File: config.mk
export PLATFORM = sky130hd
export DESIGN_NAME = clti_locate
export DESIGN_NICKNAME = d
export VERILOG_FILES = /design/src/design/clti_pkg.sv /design/src/design/clti_locate.sv
export SDC_FILE = /design/constraint.sdc
export NUM_CORES = 2
export LEC_CHECK = 0
export ABC_CLOCK_PERIOD_IN_PS = 7600
export BUFFER_PORTS_ARGS = -buffer_cell sky130_fd_sc_hd__buf_2
export CORE_MARGIN = 4
export CORE_UTILIZATION = 30
export CTS_BUF_LIST = sky130_fd_sc_hd__clkbuf_16
export DETAILED_ROUTE_END_ITERATION = 6
export PLACE_DENSITY_LB_ADDON = 0.3
export SLEW_MARGIN = 20
export SYNTH_ARGS = -nofsm -noshare
export SYNTH_HDL_FRONTEND = slang
export SYNTH_SLANG_ARGS = --single-unit
export TNS_END_PERCENT = 100
File: constraint.sdc
create_clock -name clk -period 7.6 [get_ports clk]
set_input_delay 0 -clock clk [delete_from_list [all_inputs] [get_ports clk]]
set_output_delay 0 -clock clk [all_outputs]
set_load 0.01 [all_outputs]
File: src/design/clti_pkg.sv
// ----------------------------------------------------------------------------
// clti_pkg
// Shared widths, codes and types of the color LUT interpolation unit.
// ----------------------------------------------------------------------------
package clti_pkg;

  // Value format: signed Q3.16 in 20 bits
  localparam int VAL_W     = 20;
  localparam int FRAC_W    = 16;
  localparam int SCALE_W   = 24;
  localparam int GRID_W    = 13;
  localparam int IDX_W     = 16;
  localparam int CFG_IDX_W = 3;
  localparam int CFG_DATA_W = 24;
  localparam int MODE_W    = 2;

  localparam int DEF_MAX_GRID = 33;
  localparam int MAX_CURVE    = 4096;

  // Operation codes
  localparam logic OP_WRITE = 1'b0;
  localparam logic OP_EVAL  = 1'b1;

  // Mode codes
  localparam logic [MODE_W-1:0] MODE_BYPASS  = 2'd0;
  localparam logic [MODE_W-1:0] MODE_CURVE   = 2'd1;
  localparam logic [MODE_W-1:0] MODE_LATTICE = 2'd2;

  // Register indexes
  localparam logic [CFG_IDX_W-1:0] REG_LUT_MODE    = 3'd0;
  localparam logic [CFG_IDX_W-1:0] REG_GRID_SIZE   = 3'd1;
  localparam logic [CFG_IDX_W-1:0] REG_MIN_RED     = 3'd2;
  localparam logic [CFG_IDX_W-1:0] REG_MIN_GREEN   = 3'd3;
  localparam logic [CFG_IDX_W-1:0] REG_MIN_BLUE    = 3'd4;
  localparam logic [CFG_IDX_W-1:0] REG_SCALE_RED   = 3'd5;
  localparam logic [CFG_IDX_W-1:0] REG_SCALE_GREEN = 3'd6;
  localparam logic [CFG_IDX_W-1:0] REG_SCALE_BLUE  = 3'd7;

  typedef logic signed [VAL_W-1:0] val_t;

  typedef struct packed {
    val_t red;
    val_t green;
    val_t blue;
  } node_t;

  localparam int NODE_W = 3 * VAL_W;

  // Pick one channel of a node
  function automatic val_t node_chan(input node_t n, input logic [1:0] c);
    val_t v;
    unique case (c)
      2'd0: v = n.red;
      2'd1: v = n.green;
      default: v = n.blue;
    endcase
    return v;
  endfunction

endpackage

File: src/design/clti_locate.sv
// ----------------------------------------------------------------------------
// clti_locate
// Four-stage position unit for one channel: offset, scale, grid scale,
// split into lower node, upper node and fraction.
// ----------------------------------------------------------------------------
module clti_locate import clti_pkg::*; (
  input  logic               clk,
  input  logic [3:0]         en,
  input  val_t               pix,
  input  val_t               dom_min,
  input  logic [SCALE_W-1:0] dom_scale,
  input  logic [GRID_W-1:0]  size_m1,
  output logic [GRID_W-1:0]  i0,
  output logic [GRID_W-1:0]  i1,
  output logic [FRAC_W-1:0]  frac
);

  localparam int D_W = VAL_W + 1;
  localparam int P_W = D_W + SCALE_W + 1;
  localparam int U_W = FRAC_W + 1;
  localparam int X_W = U_W + GRID_W;
  localparam logic [U_W-1:0] ONE = U_W'(1) << FRAC_W;

  logic signed [D_W-1:0] d;
  logic signed [P_W-1:0] p;
  logic signed [P_W-1:0] p_sh;
  logic [U_W-1:0]        u;
  logic [X_W-1:0]        x;
  logic [X_W-FRAC_W-1:0] x_int;

  // Offset by the domain minimum
  always_ff @(posedge clk) begin
    if (en[0]) begin
      d <= D_W'(pix) - D_W'(dom_min);
    end
  end

  // Multiply by the reciprocal span
  always_ff @(posedge clk) begin
    if (en[1]) begin
      p <= P_W'(d) * $signed({1'b0, dom_scale});
    end
  end

  // Clamp to [0,1] and scale by the grid
  always_comb begin
    p_sh = p >>> FRAC_W;
    if (p <= 0) begin
      u = '0;
    end else if (p_sh > P_W'(ONE)) begin
      u = ONE;
    end else begin
      u = U_W'(p_sh);
    end
  end

  always_ff @(posedge clk) begin
    if (en[2]) begin
      x <= X_W'(u) * X_W'(size_m1);
    end
  end

  // Split into node index and fraction; the top node has zero fraction
  assign x_int = x[X_W-1:FRAC_W];

  always_ff @(posedge clk) begin
    if (en[3]) begin
      if (x_int >= (X_W-FRAC_W)'(size_m1)) begin
        i0   <= size_m1;
        i1   <= size_m1;
        frac <= '0;
      end else begin
        i0   <= GRID_W'(x_int);
        i1   <= GRID_W'(x_int) + GRID_W'(1);
        frac <= x[FRAC_W-1:0];
      end
    end
  end

endmodule

* After elaboration in Yosys (flattened, before gate mapping)
Cells that the tools add are included.
** Storage, ports and cells
- Register bits :: 139
- Input port bits :: 82
- Output and inout port bits :: 42
- Word-level logic and storage cells :: 17
** Cells by class
- $add $sub $neg :: 2
- Multipliers :: 2
- $lt $le $gt $ge :: 3
- Multiplexer cells :: 4
** Operators by type and width (number)
- $gt 46x17->1 const B :: 1
- $le 46x1->1 const B :: 1
- $mul 21x25->46 :: 1
- $mux 17 :: 2
- $mul 17x13->30 :: 1
- $mux 13 :: 2
- $sub 20x20->21 :: 1
- $ge 14x13->1 :: 1
- $add 13x1->13 const B :: 1

* Longest topological paths before layout
- Word-level depth :: 4
- Gate-level depth with buffers :: 27
- Mapped depth without buffers :: 25

* Worst setup path after synthesis
Ideal clock, no wire load.
- Path type :: reg2reg
- Start :: reg p[45]
- End :: reg x[27], data pin
- Library setup time :: 260 ps
- Arrival time :: 6506 ps
- Required time :: 7340 ps
- Slack :: 834 ps
- Stages on the path, launching flop included :: 25
- Path buffers :: 3
- Cell sequence :: edfxtp_1 -> clkbuf_1 -> nor4_1 -> nand4_1 -> clkbuf_1 -> nor3_1 -> clkbuf_1 -> nand2_1 -> fa_1 -> fa_1 -> inv_1 -> fa_1 -> fa_1 -> inv_1 -> fa_1 -> inv_1 -> ha_1 -> and3_1 -> a221o_1 -> a21oi_1 -> a31oi_1 -> a221oi_1 -> o21bai_1 -> a21oi_1 -> xnor2_1
** On the way
- Word-level cells in the longest chain between the ends :: 4
- Elaborated cells between the ends (all ways) :: 5
- Classes of those cells :: mul: 1; order compare: 2; mux: 2
** Ends and longest elaborated chain
- from (decl) :: RTL line clti_locate.sv:25 : logic signed [P_W-1:0] p;
- from (signal assigned) :: RTL line clti_locate.sv:41 : p <= P_W'(d) * $signed({1'b0, dom_scale});
- $gt 46x17->1 :: RTL line clti_locate.sv:50 : end else if (p_sh > P_W'(ONE)) begin
- $mux 17 :: RTL line clti_locate.sv:50
- $mux 17 (*) :: RTL line clti_locate.sv:48 : if (p <= 0) begin
- $mul 17x13->30 (*) :: RTL line clti_locate.sv:59 : x <= X_W'(u) * X_W'(size_m1);
- to (signal assigned) :: RTL line clti_locate.sv:59
- to (decl) :: RTL line clti_locate.sv:28 : logic [X_W-1:0] x;
Every way passes the cells marked *; elsewhere a longest branch is shown, timed or not.
A chain may end at the register's enable or synchronous reset.

* Final worst setup path
- Start :: reg d[10]
- End :: reg p[44], data pin
** On the way
- Word-level cells in the longest chain between the ends :: 1
** Ends and longest elaborated chain
- from (decl) :: RTL line clti_locate.sv:24 : logic signed [D_W-1:0] d;
- from (signal assigned) :: RTL line clti_locate.sv:34 : d <= D_W'(pix) - D_W'(dom_min);
- $mul 21x25->46 :: RTL line clti_locate.sv:41
No other way between the ends.

==> qor.csv <==
stage,metric,value,unit
min_path,hp-class,in -> reg,
synthesis,synth.distinct_cells,57,
sta,hold_viol_final,0,
floorplan,start_util,30.3,%
sta,finClkSkew,0.0233,ns
worst_setup_path,start_kind,flop,
sta,drv_slew,0,
floorplan,coreArea,0.0987,mm²
drt,first_pass_iters,5,
synthesis,syn_inst,3242,
grt,grt_usage,14.3,%
drt,viasPerCell,4.49,
clock_tree,clkSlewWorstSetupHoldPaths,0.07,ns
placement,dpl.hpwl,59.6,mm
worst_setup_path,critPathArrivalTime,7.44,ns
sta,period_needed,7.23,ns
drt,wl_per_cell,15.2,µm
worst_setup_path,crit_type,reg -> reg,
clock_tree,clockBufferDepth,2,
grt,grt_pass1_wl,121,mm
grt,grt-ovfl-total,0,
clock_tree,cts_max_level,4,
worst_setup_path,cp.required,7.81,ns
synthesis,synth_top_area_cell,fa_1,
finish,drive_above_1_share,7.73,%
clock_tree,clock_latency,0.48,ns
clock_tree,numCtsBuffers,17,
floorplan,die_w,324,µm
finish,layout_common_cells,"inv_1 (768), fa_1 (582), nand2_1 (552)",
grt,use_met1,20.5,%
sta,maxSlewHeadroom,32.9,%
placement,globalplace.congestion,0.818,
floorplan,pin_count,124,
drt,ant_nets,0,
sta,finalSetupViolations,0,
placement,port_buffers,123,
grt,grt_max_degree,55,
sta,timing.fmax,138,MHz
drt,wl,70.8,mm
floorplan,die-area,0.105,mm²
synthesis,synth_area,0.0299,mm²
clock_tree,cts_tree,done,
drt,num_vias,20900,
floorplan,fp.dieH,324,µm
worst_setup_path,worstSetupEndpointType,flop,
drt,drt_iter0_markers,1048,
grt,grt_busiest_layer,met2,
synthesis,synth_nets,4198,
grt,met3_usage,2.20,%
run,cap_violations,0,
sta,setup_tns,0,ns
synthesis,ys_ff_latch,139,
run_status,status,finished clean,
synthesis,async_flop_share,0,%
synthesis,synth.area.top_cells,"fa_1 (39%), edfxtp_1 (14%), ha_1 (12%)",
grt,antenna_found_initial,0,
worst_setup_path,path_max_fanout,11,
finish,n_antenna_cell,0,
sta,rsz0062_at_grt,no,
finish,area_growth,10.7,%
grt,first_global_vias,22800,
clock_tree,cts_sinks,139,
floorplan,rows,115,
grt,use_met2,23.1,%
sta,max_slew.worst_pin.slew,1.01,ns
clock_tree,root_buffer,clkbuf_16,
synthesis,synth_top_cell_area_share,38.9,%
drt,drc,0,
sta,period_share,95.2,%
finish,final_common_cell,inv_1,
synthesis,yosysWarningCount,0,
synthesis,seq_area_frac_synth,13.9,%
synthesis,synth_flop_cell,edfxtp_1,
finish,fin_nets,4306,
synthesis,synth_edf_count,139,
synthesis,syn_avg_cell_area,9.23,µm²
==> sequential cells by signal, summed over array words and instances, names as in the netlist <==
name and count:
d 21, x 30, i0 13, p 46, i1 13, frac 16
==> timing repair <==
action	in CTS	in global routing
hold buffers	21	0
setup buffers	0	10
setup endpoints to repair	0	8
resized for setup	0	2
endpoints found under the hold margin	33	0
==> final timing paths <==
path	end	slack, ns	cells past startpoint	startpoint
max	p[44]	0.37	22	d[10]
min	d[14]	0.03	3	pix[14]
max reg2reg	p[44]	0.37	22	d[10]
min reg2reg	frac[4]	0.54	2	x[4]
==> routing by layer <==
layer,up-vias,routed length [µm]
met3,56,3020
met2,421,32000
li1,9980,-
met5,-,0
met1,10400,34900
met4,0,867
==> synth_stat cells (all sizes together) (2+ instances only) <==
cell type and instances:
inv 768, fa 582, nand2 552, ha 292, and2 215, edfxtp 139, clkbuf 131, a21oi 81
xnor2 71, o21ai 65, nor2 56, a21o 52, nand2b 30, nor3 29, xor2 26, nand3 17
nand4 17, and3 12, nor2b 12, nor4 11, o21bai 10, o211ai 8, a211oi 6, a31oi 6
buf 5, a221oi 4, a31o 4, o21a 4, or2 4, mux2 3, o31ai 3, a2111o 2
a211o 2, a221o 2, a41o 2, nand3b 2, nor3b 2, o221ai 2, o22ai 2, o41ai 2
==> area by class of cell <==
class / count / area [µm²]
Fill cell: 10300 / 65600
Multi-Input combinational cell: 2199 / 22400
Sequential cell: 139 / 4170
Inverter: 768 / 2880
Tap cell: 1287 / 1610
Timing Repair Buffer: 225 / 1510
Clock buffer: 17 / 425
Clock inverter: 15 / 173
==> critical path: stages, from the launching register on <==
cell and delay (ns):
edfxtp_1 0.66, buf_4 0.24, nand2_1 0.08, fa_1 0.52
inv_1 0.05, fa_1 0.47, inv_1 0.05, fa_1 0.48
fa_1 0.58, inv_1 0.07, fa_1 0.39, fa_1 0.54
fa_1 0.43, ha_1 0.39, a21oi_1 0.29, o21ai_0 0.19
a41o_1 0.28, a211oi_1 0.47, o31ai_1 0.16, a21oi_1 0.27
nor2_1 0.07, o221ai_1 0.20, xnor2_1 0.08
==> per-stage QoR <==
stage / cell area, µm² / setup slack [ns] / utilization (%) / hold WS (ns) / instances
after floorplan: 29900 / 0.834 / - / 0.112 / 3242
after global placement: 32200 / 0.216 / 32.6 / 0.319 / 4587
after detailed placement: 32200 / 0.179 / 32.6 / 0.318 / 4587
after CTS: 33000 / 0.157 / 33.4 / 0.00102 / 4640
after global routing: 33100 / 0.0183 / 33.6 / 0.0477 / 4650
final: 33100 / 0.365 / 33.6 / 0.0339 / 4650
==> cells by family (layout without fill, tap and decap cells) <==
group / count (synthesis) / count (layout) / share of synthesized area [%]
adders and majority gates: 874 / 874 / 51.1
muxes: 3 / 3 / 0.113
buffers and inverters: 904 / 1025 / 11.4
and+or+nand+nor: 964 / 964 / 14.9
AOI/OAI and AO/OA: 261 / 261 / 5.67
xor gates and xnor gates: 97 / 97 / 2.84
DFF: 139 / 139 / 13.9
Power is not shown: default switching activity piles up to over one toggle a cycle in this logic, so the estimate is an artifact.
