## src/design/clti_pkg.sv

```systemverilog
// ----------------------------------------------------------------------------
// clti_pkg
// Shared widths, codes and types of the color LUT interpolation unit.
// ----------------------------------------------------------------------------
package clti_pkg;

  // Value format: signed Q3.16 in 20 bits
  localparam int VAL_W     = 20;
  localparam int FRAC_W    = 16;
  localparam int SCALE_W   = 24;
  localparam int GRID_W    = 13;
  localparam int IDX_W     = 16;
  localparam int CFG_IDX_W = 3;
  localparam int CFG_DATA_W = 24;
  localparam int MODE_W    = 2;

  localparam int DEF_MAX_GRID = 33;
  localparam int MAX_CURVE    = 4096;

  // Operation codes
  localparam logic OP_WRITE = 1'b0;
  localparam logic OP_EVAL  = 1'b1;

  // Mode codes
  localparam logic [MODE_W-1:0] MODE_BYPASS  = 2'd0;
  localparam logic [MODE_W-1:0] MODE_CURVE   = 2'd1;
  localparam logic [MODE_W-1:0] MODE_LATTICE = 2'd2;

  // Register indexes
  localparam logic [CFG_IDX_W-1:0] REG_LUT_MODE    = 3'd0;
  localparam logic [CFG_IDX_W-1:0] REG_GRID_SIZE   = 3'd1;
  localparam logic [CFG_IDX_W-1:0] REG_MIN_RED     = 3'd2;
  localparam logic [CFG_IDX_W-1:0] REG_MIN_GREEN   = 3'd3;
  localparam logic [CFG_IDX_W-1:0] REG_MIN_BLUE    = 3'd4;
  localparam logic [CFG_IDX_W-1:0] REG_SCALE_RED   = 3'd5;
  localparam logic [CFG_IDX_W-1:0] REG_SCALE_GREEN = 3'd6;
  localparam logic [CFG_IDX_W-1:0] REG_SCALE_BLUE  = 3'd7;

  typedef logic signed [VAL_W-1:0] val_t;

  typedef struct packed {
    val_t red;
    val_t green;
    val_t blue;
  } node_t;

  localparam int NODE_W = 3 * VAL_W;

  // Pick one channel of a node
  function automatic val_t node_chan(input node_t n, input logic [1:0] c);
    val_t v;
    unique case (c)
      2'd0: v = n.red;
      2'd1: v = n.green;
      default: v = n.blue;
    endcase
    return v;
  endfunction

endpackage

```

## src/design/clti_lerp.sv

```systemverilog
// ----------------------------------------------------------------------------
// clti_lerp
// Two-stage linear blend: a + floor((b - a) * f / 2^FRAC_W).
// ----------------------------------------------------------------------------
module clti_lerp import clti_pkg::*; (
  input  logic              clk,
  input  logic [1:0]        en,
  input  val_t              a,
  input  val_t              b,
  input  logic [FRAC_W-1:0] f,
  output val_t              y
);

  localparam int DIF_W  = VAL_W + 1;
  localparam int PROD_W = DIF_W + FRAC_W + 1;

  logic signed [DIF_W-1:0]  dif;
  logic signed [PROD_W-1:0] prod;
  val_t                     a_q;

  assign dif = DIF_W'(b) - DIF_W'(a);

  // Weighted difference
  always_ff @(posedge clk) begin
    if (en[0]) begin
      a_q  <= a;
      prod <= PROD_W'(dif) * $signed({1'b0, f});
    end
  end

  // Add the floored step; the result lies between a and b
  always_ff @(posedge clk) begin
    if (en[1]) begin
      y <= VAL_W'(PROD_W'(a_q) + (prod >>> FRAC_W));
    end
  end

endmodule

```

## config.mk

```make
export PLATFORM = sky130hd
export DESIGN_NAME = clti_lerp
export DESIGN_NICKNAME = d
export VERILOG_FILES = /design/src/design/clti_pkg.sv /design/src/design/clti_lerp.sv
export SDC_FILE = /design/constraint.sdc
export NUM_CORES = 1
export LEC_CHECK = 0
export ABC_AREA = 1
export BUFFER_PORTS_ARGS = -buffer_cell sky130_fd_sc_hd__buf_2
export CAP_MARGIN = 20
export CORE_MARGIN = 4
export CORE_UTILIZATION = 45
export CTS_BUF_LIST = sky130_fd_sc_hd__clkbuf_2 sky130_fd_sc_hd__clkbuf_4 sky130_fd_sc_hd__clkbuf_8
export DETAILED_ROUTE_END_ITERATION = 7
export GPL_TIMING_DRIVEN = 0
export PLACE_DENSITY = 0.66
export SLEW_MARGIN = 20
export SYNTH_ARGS = -nofsm -noshare
export SYNTH_HDL_FRONTEND = slang
export SYNTH_SLANG_ARGS = --single-unit
```

## constraint.sdc

```tcl
create_clock -name clk -period 8.87 [get_ports clk]
set_input_delay 1.3305 -clock clk [delete_from_list [all_inputs] [get_ports clk]]
set_output_delay 1.3305 -clock clk [all_outputs]
set_load 0.1 [all_outputs]
```

Word-level counts from Yosys, hierarchy flattened
Cells that the tools add are included.
Cells by class
  $add $sub $neg: 2
  multiply operators: 1
Operators by type and width (count)
  $mul 21x17->36: 1
  $sub 20x20->21: 1
  $add 20x20->20: 1
Word-level totals
  register bits after elaboration: 76
  input port bits: 59
  output and inout bits: 20
  word-level logic and storage cells: 6

Longest topological paths before layout
Gate-level depths: netlist of the first run.
  word-level depth: 2
  gate-level depth with buffers: 39
  mapped depth without buffers: 39

Worst setup path before layout of the first run
No wires, ideal clock.
  path type: input to register
  from: input b[0]
  to: register prod[35] (data pin)
  setup time: 252 ps
  data arrival time: 7532 ps
  data required time: 8618 ps
  slack: 1086 ps
  stages: 35
  buffers on the path: 1
  path through: inv_1 -> ha_1 -> fa_1 -> inv_1 -> nand3_1 -> nand2_1 -> nand3_1 -> nand4_2 -> nand2_4 -> nor2_1 -> inv_1 -> fa_1 -> inv_1 -> fa_1 -> buf_2 -> inv_1 -> fa_1 -> fa_1 -> inv_1 -> fa_1 -> inv_1 -> fa_1 -> inv_1 -> ha_1 -> nand2_1 -> inv_1 -> nand3_1 -> nor2_1 -> inv_1 -> nor4_1 -> nand2_1 -> nand2_1 -> inv_1 -> nand2_1 -> nand2_1
Between the ends
  word-level cells in the longest chain between the ends: 2
Ends and longest elaborated chain
  from (decl): line clti_lerp.sv:9  | input val_t b,
  $sub 20x20->21: line clti_lerp.sv:21  | assign dif = DIF_W'(b) - DIF_W'(a);
  $mul 21x17->36: line clti_lerp.sv:27  | prod <= PROD_W'(dif) * $signed({1'b0, f});
  to (signal assigned): line clti_lerp.sv:27
  to (decl): line clti_lerp.sv:18  | logic signed [PROD_W-1:0] prod;
Every way passes these cells.
A chain may end at the register's enable or synchronous reset.

Final worst setup path of the first run
  from: input a[0]
  to: register prod[35] (data pin)
Between the ends
  word-level cells in the longest chain between the ends: 2
Ends and longest elaborated chain
  from (decl): line clti_lerp.sv:8  | input val_t a,
  $sub 20x20->21: line clti_lerp.sv:21
  $mul 21x17->36: line clti_lerp.sv:27
Every way passes these cells.

==> results of run 1 <==
## path summary, 6_finish.rpt
path,from,to,cells past startpoint
setup / recovery,a[0],prod[35],32
hold / removal,a_q[0],y[0],1
setup reg to reg,prod[16],y[16],9
hold reg to reg,a_q[0],y[0],1
## final cells by class
type	instances	area (µm²)
fill	3511	18200
timing repair buffer	73	365
clock inverter	7	82.6
multi-input combinational	1392	12500
buffer	45	185
inverter	528	1980
sequential	60	1800
clock buffer	9	124
tap	461	577
## registers in the layout, summed over array words and instances (netlist names)
register / flops
a_q: 20
prod: 20
y: 20
## what timing repair did
action	4_1_cts	5_1_grt
gates resized for setup	0	13
hold endpoints to repair	0	0
endpoints found under the setup margin	0	11
## synthesized netlist by cell type, types with 2 or more instances
cell / instances / area [µm²]
o21a_1: 3 / 22.5
xor2_2: 2 / 32.5
a211oi_1: 2 / 15.0
nor2_1: 216 / 811
nand3_1: 130 / 651
clkbuf_1: 32 / 120
buf_1: 3 / 11.3
inv_2: 3 / 11.3
a31oi_1: 8 / 50.1
edfxtp_1: 60 / 1800
nand4_2: 2 / 25.0
nor3_1: 8 / 40.0
or2_2: 23 / 144
buf_2: 10 / 50.1
a21o_1: 14 / 105
nand2_1: 321 / 1200
a21oi_1: 79 / 395
ha_1: 128 / 1600
nand2_2: 5 / 31.3
nand4_1: 9 / 56.3
a21boi_0: 2 / 15.0
fa_1: 318 / 6370
o21ai_0: 38 / 190
inv_1: 516 / 1940
o21bai_1: 2 / 15.0
xor2_1: 32 / 280
nor4_1: 9 / 56.3
or2_1: 8 / 50.1
o221ai_1: 2 / 17.5
xnor2_1: 16 / 140
nand3b_1: 2 / 15.0
o21ai_1: 4 / 20.0
clkinv_1: 9 / 33.8
## cell families after synthesis
logic type | count (synthesis)
xor gates and xnor gates | 50
buffers and inverters | 573
and+or+nand+nor | 737
AOI/OAI and AO/OA | 159
DFF | 60
adders and majority gates | 446
## metal layers
layer / share of wire / vias up / wire length (µm)
met3: 0.071 / 116 / 3390
met1: 0.41 / 6671 / 19900
met2: 0.47 / 554 / 22700
met5: 0 / - / 0
li1: - / 6252 / -
met4: 0.043 / 0 / 2070
## metrics by stage
step           hold WS [ps]  TNS [ps]  worst slack [ps]
2_1_floorplan           513         0              1090
3_3_place_gp            547      -620              -211
3_5_place_dp            565     -1540              -328
4_1_cts                 596         0              48.3
5_1_grt                 631      -103              -103
6_report                593         0               272
==> metrics.cfg, run 1 <==
[worst_setup_path]
cp.arrival_ps=8680
start_kind=primary input
cp-end-kind=flop
crit_family=adder cells
required_ps=8950
r2r_slack_ps=6520
critPathKind=primary input to flop
path_max_fanout=10
crit_path_frequent_cell=nand2_1
crit_buf_inv=8
crit_path_top_delay_cell=fa_1
crit_path_max_incr_delay_ps=590

[outcome]
outcome=completed

[final_layout]
syn2layout_area_growth_pct=7.30
final_cells=2575
n_antenna_cell=0
layout-drive-gt1-share=0.0686
nets=2614
final_common_cell=inv_1
fin_area_um2=17600
final_cell_mix=inv_1 (516), nand2_1 (319), fa_1 (318), nor2_1 (216), nand3_1 (130)
finish.utilization=0.492

[routing]
routed_wl_um=48000
drtIter0Drc=964
dr_total_vias=13593
drc=0
via_per_inst=5.28
routedWlPerCell_um=18.7
ant_nets=0
dr.pass1.iters=5

[synthesis]
synthXorXnorAreaFrac=0.0276
synth_warnings=0
netlist_instances=2025
synthMuxAreaShare=0
synth_ff_type=edfxtp_1
synth_fa_ha_area_frac=0.486
async_reset_ff_frac=0
ys_seq_elements=60
synth_top_family_by_area=adder cells
synth_nets=2530
syn_avg_cell_area_um2=8.09
synth_edf_count=60
synthesis.area_um2=16400
synth_compound_area_frac=0.0542
ys_seq_area_frac=0.110
synth-simple-area-share=0.190
ys_types=42

[floorplan]
chipWidth_um=199
fp.dieH_um=199
die_area_um2=39500
rows=69
core_area_um2=35700
pin_count=79
start_util=0.459

[clock_network]
cts.sinks=60
cts.clk_slew.worst_paths_ps=80
cts_tree=built
ctsHoldBuffers=0
clock_latency_ps=350
cts.path.max_buffers=2
htreeDepth=3
root_buffer=clkbuf_8
post_cts_buffers=0
numCtsBuffers=9

[global_route]
grt_use_met3=0.0218
grt.met1_usage=0.340
grt.busiest_layer=met2
grt.overflow.total=0
grt_first_pass_wirelength_um=76100
grtUsageMet2=0.412
grt_pass1_vias=14255
globalRouteTotalUtil=0.248
antenna_found_initial=1
grt_max_degree=41

[timing]
period_needed_ps=8600
setup-violations-final=0
fin_worst_skew_ps=8.79
max_slew_margin=0.283
rsz0062_at_grt=true
fin_crit_sh=0.969
final_hold_viol_count=0
slew_violations=0
worst_slew_pin_slew_ps=1070
fmax_ghz=0.116

[job]
drv_cap=0

[placed_design]
numPlacedInstances=2559
port_buffers=73
dp_hpwl_um=41700
place.gp.congestion=0.990
dpl_cell_area_um2=17300

[hold_path]
hold_class=flop to flop

Power of run 1 is left out: the tool's default activity adds up to more than one toggle a clock period on the data nets, which glitch-free logic cannot reach.
==> run 2, diff against run 1 <==
Settings changed: CTS_CLUSTER_DIAMETER from default to 150, PLACE_DENSITY 0.66 to default, RECOVER_POWER from default to 25.
==> run 2 against run 1 <==
Sequential share of layout area barely moved. Cell area grew 0.33%. Die area did not move. Worst setup slack better by 110 ps. Core utilization up 0.16 points. Flip-flop and latch count unchanged. Critical endpoint unchanged. Register-to-register slack worse by 20 ps.
==> metrics.cfg, run 2 (same netlist as run 1, synthesis figures left out) <==
[outcome]
outcome=completed

[final_layout]
finish.utilization=0.494
final_cell_mix=inv_1 (516), nand2_1 (319), fa_1 (318), nor2_1 (215), nand3_1 (130)
final_cells=2575
layout-drive-gt1-share=0.0639
fillers=3640
reg_top3=a_q: 20 flops, prod: 20 flops, y: 20 flops
final_common_cell=inv_1
nets=2614
n_antenna_cell=0
syn2layout_area_growth_pct=7.65

[routing]
drc=0
dr_total_vias=13519
via_per_inst=5.25
drtIter0Drc=938
routedWlPerCell_um=18.8
dr.pass1.iters=5
routed_wl_um=48500
ant_nets=0

[timing]
max_slew_margin=0.269
rsz0062_at_grt=false
setup_ws_ps=384
worst_slew_pin_slew_ps=1100
holdWs_ps=557
fin_crit_sh=0.957
fmax_ghz=0.118
slew_violations=0
setup-violations-final=0
final_hold_viol_count=0
period_needed_ps=8490
fin_worst_skew_ps=8.25

[clock_network]
cts_tree=built
cts.path.max_buffers=2
clock_latency_ps=350
post_cts_buffers=0
ctsHoldBuffers=0
root_buffer=clkbuf_8
numCtsBuffers=9
cts.sinks=60
htreeDepth=3
cts.clk_slew.worst_paths_ps=70

[floorplan]
pin_count=79
rows=69
start_util=0.459
chipWidth_um=199
fp.dieH_um=199
die_area_um2=39500
core_area_um2=35700

[worst_setup_path]
start_kind=primary input
crit_buf_inv=8
crit_path_max_incr_delay_ps=600
crit_family=adder cells
crit_path_top_delay_cell=xor2_2
path_max_fanout=9
required_ps=8960
cp-end-kind=flop
crit_path_frequent_cell=fa_1
cp.arrival_ps=8570
critPathKind=primary input to flop

[placed_design]
port_buffers=73
pre_cts_slack_ps=-425
numPlacedInstances=2559
place.gp.congestion=0.978
dp_hpwl_um=43200

[global_route]
grt_first_pass_wirelength_um=75900
grt_pass1_vias=14081
antenna_found_initial=2
grt.overflow.total=0
globalRouteTotalUtil=0.251
grt_max_degree=41

[hold_path]
hold_class=flop to flop

[job]
drv_cap=0

==> run 2: changes by cell type in the layout (fill, tap and decap cells not counted), moves of 2 or more <==
cell       change
clkbuf_2       +2
nand4_4        +2
clkbuf_4       +3
clkbuf_1      +13
inv_6          -2
bufinv_16      +2
nand4_2        -2
buf_2         -16
==> run 2: worst paths after layout <==
check,cells past startpoint,end,from,slack (ps)
worst min register to register,1,y[0],prod[16],560
worst max register to register,7,y[11],a_q[2],6500
worst max-delay path,32,prod[35],a[0],380
worst min-delay path,1,y[0],prod[16],560
==> run 2: through the flow <==
stage,TNS [ps],cell area (µm²)
after floorplan,0,16400
after global placement,-3370,17300
after detailed placement,-3680,17300
after CTS,0,17600
after global routing,0,17600
final,0,17600
==> run 2: metal layers <==
metal,global-route usage,wire length [µm],up-vias
met5,0,0,-
met2,0.419,23100,467
met3,0.0383,3260,109
li1,-,-,6241
met1,0.332,20100,6702
met4,0.0975,2070,0
==> run 2: area by class of cell <==
type | instances | area [µm²] | share of cell area
sequential | 60 | 1800 | 0.102
timing repair buffer | 73 | 347 | 0.0196
multi-input combinational | 1392 | 12500 | 0.709
tap | 461 | 577 | 0.0327
clock buffer | 10 | 131 | 0.00745
clock inverter | 6 | 111 | 0.00631
inverter | 528 | 1980 | 0.112
buffer | 45 | 190 | 0.0108
==> run 2: what timing repair did <==
item | 4_1_cts | 5_1_grt
gates resized for setup | 2 | 20
setup endpoints to repair | 4 | 12
cloned | 0 | 0
Power of run 2 is left out for the same reason.
==> run 3, diff against run 2 <==
Settings changed: GPL_TIMING_DRIVEN 0 to default.
==> run 3 against run 2 <==
Wire length increased by 2.9%. Via count is 0.29% lower. Highest routed layer unchanged. Flip-flop and latch count is the same. Cell area grew 0.14%. First-iteration DRC count is 3.5% lower. Clock skew barely moved. Maximum frequency increased by 1.7%. Clock-buffer cell count increased by 1. Critical endpoint is now prod[23].
==> metrics.cfg, run 3 (same netlist as run 1, synthesis figures left out) <==
[routing]
dr.pass1.iters=5
dr_total_vias=13480
drtIter0Drc=905
ant_nets=0
drc=0
routed_wl_um=49900
routedWlPerCell_um=19.4
via_per_inst=5.23

[final_layout]
final_cells=2575
layout-drive-gt1-share=0.0724
reg_top3=a_q: 20 flops, prod: 20 flops, y: 20 flops
syn2layout_area_growth_pct=7.80
final_cell_mix=inv_1 (516), nand2_1 (320), fa_1 (318), nor2_1 (216), nand3_1 (130)
final_common_cell=inv_1
nets=2614
n_antenna_cell=0
finish.utilization=0.494

[job]
drv_cap=0

[placed_design]
numPlacedInstances=2559
place.gp.congestion=0.945
dp_hpwl_um=43400
pre_cts_slack_ps=81.0
port_buffers=78

[global_route]
grt.met1_usage=0.339
grt_pass1_vias=14018
grt_first_pass_wirelength_um=78200
grt_use_met3=0.0423
antenna_found_initial=0
grt.overflow.total=0
grt.busiest_layer=met2
grtUsageMet2=0.438
grt_max_degree=41
globalRouteTotalUtil=0.259

[clock_network]
cts.clk_slew.worst_paths_ps=70
htreeDepth=3
cts.sinks=60
post_cts_buffers=0
cts_tree=built
clock_latency_ps=340
numCtsBuffers=9
root_buffer=clkbuf_8
ctsResizeCount=0
cts.path.max_buffers=2
ctsHoldBuffers=0

[worst_setup_path]
critPathKind=primary input to flop
r2r_end=y[11]
required_ps=9010
crit_buf_inv=6
crit_path_top_delay_cell=fa_1
crit_family=adder cells
r2r_start=prod[18]
cp-end-kind=flop
crit_path_max_incr_delay_ps=550
reg2regPathDepth=7
path_max_fanout=8
crit_path_frequent_cell=nand2_1
start_kind=primary input
r2r_slack_ps=6430
cp.arrival_ps=8480

[floorplan]
start_util=0.459
core_area_um2=35700
rows=69
fp.dieH_um=199
die_area_um2=39500
pin_count=79
chipWidth_um=199

[timing]
setup_tns_ps=0
rsz0062_at_grt=false
period_needed_ps=8340
fmax_ghz=0.120
final_hold_viol_count=0
fin_worst_skew_ps=8.15
max_slew_margin=0.294
setup_ws_ps=525
fin_crit_sh=0.941
setup-violations-final=0
slew_violations=0
worst_slew_pin_slew_ps=1060

[hold_path]
hold_class=flop to flop
hp-start=a_q[0]
worstHoldEndpoint=y[0]
hold_depth=1

[outcome]
outcome=completed

## run 3: cell count changes in the layout (fill, tap and decap cells not counted), moves of 2 or more
cell	change
buf_2	-8
xnor2_2	-2
nand4_2	+2
clkbuf_1	-24
buf_1	-3
clkbuf_2	-3
xnor2_1	+2
nand4_4	-2
buf_4	+40
## run 3: per-stage QoR
stage	cell area, µm²	hold slack, ps
after detailed placement	17500	612
after global routing	17700	631
after CTS	17700	625
after global placement	17500	570
final	17700	602
after floorplan	16400	513
## run 3: metal layers
layer,vias up,share of wire
met4,0,0.041
li1,6245,-
met1,6679,0.41
met5,-,0
met3,93,0.069
met2,463,0.48
## run 3: worst max path at each step
| stage | from | endpoint | slack, ps | depth (start not counted) |
|---|---|---|---|---|
| global route | a[0] | prod[27] | 60 | 35 |
| finish | a[0] | prod[23] | 530 | 31 |
| floorplan | b[0] | prod[35] | 1090 | 35 |
| CTS | a[0] | prod[23] | 420 | 33 |
| detailed placement | a[0] | prod[23] | 80 | 33 |
| global placement | a[0] | prod[23] | 120 | 33 |
## run 3: worst reg2reg max path, delay by kind of cell (launching register included)
kind                       cells  cell delay (ps)
DFF                            1              430
AOI/OAI and AO/OA              4             1050
and+or+nand+nor                1              100
xor gates and xnor gates       1              180
adders and majority gates      1              420
## run 3: area by class of cell
cell class                 count  area [µm²]
clock buffer                  11         139
clock inverter                 5        76.3
fill                        3631       18100
inverter                     528        1980
multi-input combinational   1392       12400
sequential                    60        1800
tap                          461         577
timing repair buffer         118         666
Power of run 3 is left out for the same reason.
